**src/lspos_pkg.sv**
```systemverilog
// ----------------------------------------------------------------------------
// lspos_pkg
// Shared codes, field widths and the control/status bundles between the
// last-substring-position controller and datapath.
// ----------------------------------------------------------------------------
package lspos_pkg;

    localparam int KIND_W = 2;
    localparam int BYTE_W = 8;
    localparam int OFS_W  = 14;
    localparam int POS_W  = 13;
    localparam int STAT_W = 2;

    // word kinds
    localparam logic [KIND_W-1:0] KIND_NEEDLE   = 2'd0;
    localparam logic [KIND_W-1:0] KIND_HAYSTACK = 2'd1;
    localparam logic [KIND_W-1:0] KIND_FINISH   = 2'd2;

    // result status codes
    localparam logic [STAT_W-1:0] ST_FOUND = 2'd0;
    localparam logic [STAT_W-1:0] ST_NONE  = 2'd1;
    localparam logic [STAT_W-1:0] ST_RANGE = 2'd2;
    localparam logic [STAT_W-1:0] ST_LONG  = 2'd3;

    // controller -> datapath
    typedef struct packed {
        logic load;    // append a byte word
        logic start;   // finish word taken, capture offset
        logic setup;   // bound the candidate range
        logic step;    // compare one byte pair
        logic finish;  // move result to output, clear strings
    } t_cmd;

    // datapath -> controller
    typedef struct packed {
        logic early;      // result known without searching
        logic match;      // current byte pair equal
        logic last_byte;  // current byte is the needle's last
        logic at_lo;      // candidate is the earliest allowed
        logic out_free;   // output register can take a result
    } t_sts;

endpackage

```
**src/lspos_ctrl.sv**
```systemverilog
// ----------------------------------------------------------------------------
// lspos_ctrl
// Sequencer: takes words while idle, then walks setup, read/compare pairs
// and result hand-off for a finish word.
// ----------------------------------------------------------------------------
module lspos_ctrl (
    input  logic                         i_clk,
    input  logic                         i_rst_n,
    input  logic                         i_valid,
    input  logic [lspos_pkg::KIND_W-1:0] i_kind,
    output logic                         o_stall,
    input  lspos_pkg::t_sts              i_sts,
    output lspos_pkg::t_cmd              o_cmd
);

    typedef enum logic [4:0] {
        S_IDLE  = 5'b00001,
        S_SETUP = 5'b00010,
        S_READ  = 5'b00100,
        S_CMP   = 5'b01000,
        S_DONE  = 5'b10000
    } t_state;

    t_state r_state, n_state;
    lspos_pkg::t_cmd cmd;

    always_comb begin
        n_state = r_state;
        cmd     = '0;
        case (r_state)
            S_IDLE: begin
                if (i_valid) begin
                    if (i_kind == lspos_pkg::KIND_FINISH) begin
                        cmd.start = 1'b1;
                        n_state   = S_SETUP;
                    end else begin
                        cmd.load = 1'b1;
                    end
                end
            end
            S_SETUP: begin
                cmd.setup = 1'b1;
                n_state   = i_sts.early ? S_DONE : S_READ;
            end
            S_READ: begin
                n_state = S_CMP;
            end
            S_CMP: begin
                cmd.step = 1'b1;
                if ((i_sts.match && i_sts.last_byte) || (!i_sts.match && i_sts.at_lo)) begin
                    n_state = S_DONE;
                end else begin
                    n_state = S_READ;
                end
            end
            S_DONE: begin
                if (i_sts.out_free) begin
                    cmd.finish = 1'b1;
                    n_state    = S_IDLE;
                end
            end
            default: begin
                n_state = S_IDLE;
            end
        endcase
    end

    always_ff @(posedge i_clk) begin
        if (!i_rst_n) begin
            r_state <= S_IDLE;
        end else begin
            r_state <= n_state;
        end
    end

    assign o_stall = (r_state != S_IDLE);
    assign o_cmd   = cmd;

endmodule

```
**config.mk**
```make
export PLATFORM = sky130hd
export DESIGN_NAME = lspos_ctrl
export DESIGN_NICKNAME = d
export VERILOG_FILES = /design/src/lspos_pkg.sv /design/src/lspos_ctrl.sv
export SDC_FILE = /design/constraint.sdc
export NUM_CORES = 1
export LEC_CHECK = 0
export BUFFER_PORTS_ARGS = -buffer_cell sky130_fd_sc_hd__buf_4
export CAP_MARGIN = 40
export CORE_AREA = 2 2 39 41
export CTS_CLUSTER_SIZE = 40
export DETAILED_ROUTE_END_ITERATION = 7
export DIE_AREA = 0 0 41 43
export GPL_TIMING_DRIVEN = 0
export SLEW_MARGIN = 20
export SYNTH_ARGS = -nofsm -noshare
export SYNTH_HDL_FRONTEND = slang
export SYNTH_SLANG_ARGS = --single-unit
```
**constraint.sdc**
```tcl
create_clock -name i_clk -period 1.4 [get_ports i_clk]
set_clock_uncertainty 0.1 [all_clocks]
set_input_delay 0.14 -clock i_clk [delete_from_list [all_inputs] [get_ports i_clk]]
set_output_delay 0.14 -clock i_clk [all_outputs]
set_load 0.02 [all_outputs]
```
Word-level counts from Yosys, hierarchy flattened
Index checks and enable logic that the tools add are counted.

Equal/unequal tests: 10. Multiplexer cells: 14. Reductions and logical operators: 5.

Operator list (number): $mux 5 (5); $pmux 5 s5 (1); $mux 1 (6); $ne 2x2->1 const B (3); $eq 5x1->1 const B (1); $eq 5x2->1 const B (1); $eq 5x3->1 const B (1); $eq 5x4->1 const B (1); $eq 5x5->1 const B (1); $ne 5x1->1 const B (1); $mux 2 (2); $reduce_and 3->1 (1); $eq 2x2->1 const B (1); $logic_and 1x1->1 (2); $logic_not 1->1 (1); $logic_or 1x1->1 (1).

Word-level logic and storage cells: 30. Output and inout bits: 6. Register bits: 5.

Logic depth before layout (Yosys ltp)
Depth after elaboration: 5. Depth in mapped cells: 4. Depth with buffers taken out: 3.

Worst setup path after synthesis
OpenSTA, ideal clock, no wires.

Kind: reg-to-output. Start: reg r_state[4]. End: out o_cmd[4] (netlist bit). Arrival time: 1.434 ns. Slack: -0.274 ns. Data required time: 1.160 ns. Cell stages (with the launch flop): 5. Path buffers: 1. Cells stage by stage: dfxtp_1 > buf_6 > nor3_2 > nand2_1 > nor3b_1.

RTL lines: start, declared (RTL line lspos_ctrl.sv:24) `t_state r_state, n_state;`; start signal, assigned (RTL line lspos_ctrl.sv:72) `r_state <= n_state;`; end, declared (RTL line lspos_ctrl.sv:13) `output lspos_pkg::t_cmd o_cmd`.

==> results by group <==
Outcome
  – Outcome: complete, but fails checks
  – Failing checks: negative setup slack

Critical path
  – Crit path max fanout: 6
  – Reg2reg start: r_state[2]
  – Slowest stage delay, CP: 0.56 ns
  – CP Capture Type: output port
  – Worst R2R End: r_state[0]
  – WS Path Type: flip-flop to output port
  – CP delay by family, top: simple AND/OR/NAND/NOR gates
  – Startpoint types: flip-flop
  – Critical Path AT: 1.37 ns
  – WP buf/inv: 1
  – CP max-delay cell: or4b_4
  – Cells on worst reg2reg path: 4
  – Critical path launch point: r_state[1]
  – Cell depth of the worst setup path: 3
  – Req. time, crit path: 1.16 ns
  – Worst path cell trace: or4b_4, nor2_4, buf_6
  – Reg2Reg Setup Slack: -0.04 ns
  – Critical Path Sink: o_cmd[1]

Synthesis
  – Largest family of logic cells by synthesized area: simple AND/OR/NAND/NOR gates
  – Synth top area share: 0.281
  – Synth Net Count: 52
  – Main synth FF type: dfxtp_1
  – #FFs+latches synth: 5
  – Avg Inst Size Synth: 8.49 µm²
  – Post-synth EDFFs: 0
  – Synth Area in Compound Gates: 0.116
  – Register area share after synthesis: 0.281
  – Asr flop ratio synth: 0
  – Mapped Cells: 42
  – Post-synth top area cell: dfxtp_1
  – Post-synthesis simple-gate area fraction: 0.460
  – Multiplexer share of the synthesized area: 0.0316
  – Synth Area in Adders: 0
  – Synth Area in XOR/XNOR: 0.0246
  – Synth top area cells: dfxtp_1, or4b_1, nand4b_1
  – Netlist cell types: 27
  – Yosys warns: 0
  – Netlist Area Pre-Place: 357 µm²

Timing
  – Final hold vios: 0
  – Fmax: 622 MHz
  – Min Hold Slack: 0.0260 ns
  – Final Max Slew Viols: 0
  – Setup ws final: -0.208 ns
  – Slew at the pin closest to its max-slew limit: 0.314 ns
  – Final Critical Period: 1.61 ns
  – Rel. slew slack: 0.790
  – Setup-failing EPs final: 8
  – RSZ-0062 raised after global routing: true
  – Final Cycle Share: 1.15

Pwr
  – Total power: 366 µW
  – Cell area power density: 576 nW/µm²
  – Pleak: 0.000289 µW
  – IR drop worst, VDD: 193 µV

Floorplan
  – Number of cell rows: 14
  – Die H: 43 µm
  – Initial core utilization: 0.258
  – Die X: 41 µm
  – I/O pin count: 16
  – Die footprint: 1760 µm²
  – Core area: 1380 µm²

GRT
  – Most used routing layer: met2
  – Grt met3 use: 0.0471
  – Vias in the first global route: 365
  – M2 GR Usage: 0.169
  – Met1 Use GR: 0.168
  – Largest net degree at the start of global routing: 10
  – GRT Util Overall: 0.122
  – First-pass GRT wire length: 1480 µm
  – Initial antenna violation count: 0
  – Global route overflow: 0

Finish
  – NumNets Final: 78
  – Top reg by flops: r_state
  – Post-Layout Inst Area: 636 µm²
  – Fin util: 0.459
  – Antenna cells: 0
  – Commonest cells after routing, fill and taps aside: buf_4, nor2_1, nor3_1, clkbuf_4, dfxtp_4
  – Layout area overhead: 78.2%
  – Layout cells sized above 1: 0.642
  – Largest register FFs: 5
  – Commonest non-fill, non-tap cell in the layout: buf_4
  – Biggest regs: r_state x5
  – Non-Filler Instances: 83

Placed design
  – Dpl cells: 73
  – Dpl hpwl: 642 µm
  – Placed cell areas: 505 µm²
  – RD Place Congestion: 0.750
  – Port bufs: 15

Drt
  – Post-route DRC: 0
  – Via count: 417
  – DR vias/cell: 5.02
  – Routed WL: 960 µm
  – Antenna Violating Nets Remaining: 0
  – TritonRoute pass-1 iters: 4
  – WL per Instance: 11.6 µm
  – Initial drt markers: 8

Clock tree
  – Clock Tree Buf Depth: 2
  – Root Driver: clkbuf_4
  – CTS tree: done
  – Sink Count: 5
  – TritonCTS Buffers: 3
  – # hold bufs at CTS: 0
  – Clk pin slew, worst setup/hold paths: 0.04 ns
  – Worst skew pair latency: 0.24 ns
  – Htree depth: 1

Job
  – Max-cap violations: 0

Min path
  – Hold Path Class: primary input to flip-flop
how the worst min path moves through the flow:
stage / startpoint / to / slack [ns] / cells past startpoint
after floorplan: i_rst_n / r_state[0] / 0.12 / 1
after global placement: i_rst_n / r_state[0] / 0.27 / 2
after detailed placement: i_rst_n / r_state[0] / 0.27 / 2
after CTS: i_rst_n / r_state[0] / 0.03 / 2
after global routing: i_rst_n / r_state[0] / 0.04 / 2
final: i_rst_n / r_state[0] / 0.03 / 2
report_power, final:
| part | leakage (µW) | internal (µW) | switching (µW) |
|---|---|---|---|
| Clock | 0.0000150 | 108 | 57.1 |
| Combinational | 0.000231 | 35.9 | 24.0 |
| Sequential | 0.0000428 | 139 | 2.42 |
| Total | 0.000289 | 282 | 83.5 |
final cells by class:
| cell class | count | area [µm²] |
|---|---|---|
| inverter | 2 | 7.51 |
| buffer | 1 | 11.3 |
| timing repair buffer | 23 | 176 |
| fill | 138 | 748 |
| sequential | 5 | 114 |
| tap | 16 | 20.0 |
| clock buffer | 4 | 26.3 |
| multi-input combinational | 32 | 280 |
cell families after synthesis:
logic type | Yosys count
simple gates | 25
compound gates | 5
flops | 5
buf+inv | 5
xor+xnor | 1
mux | 1
worst reg2reg max path: stages (launching register included):
cell       delay, ns
dfxtp_4         0.36
buf_4           0.14
or4b_4          0.50
o2bb2ai_2       0.13
o311ai_1        0.09
through the flow:
step / setup slack [ns] / TNS [ns]
floorplan: -0.0121 / -0.0224
global placement: -0.0938 / -0.198
detailed placement: -0.124 / -0.246
finish: -0.208 / -0.835
CTS: -0.260 / -1.08
global route: -0.261 / -1.35
what timing repair did:
action / CTS / global route
resized for setup: 12 / 6
endpoints found under the setup margin: 8 / 9
pin swaps: 4 / 2
setup buffers: 2 / 6
Yosys cell counts, types with 2 or more instances:
master and instances:
dfxtp_1 5, nor2_1 4, nor3_1 3, and2_1 2
inv_1 2, nand4b_1 2, nor2b_1 2, nor3b_1 2
or4b_1 2
metal layers:
metal / up-vias / share of wire
met5: - / 0
met4: 0 / 0
met3: 0 / 0.066
met2: 15 / 0.49
met1: 194 / 0.44
li1: 208 / -
Power figures use the tool's default switching activity.
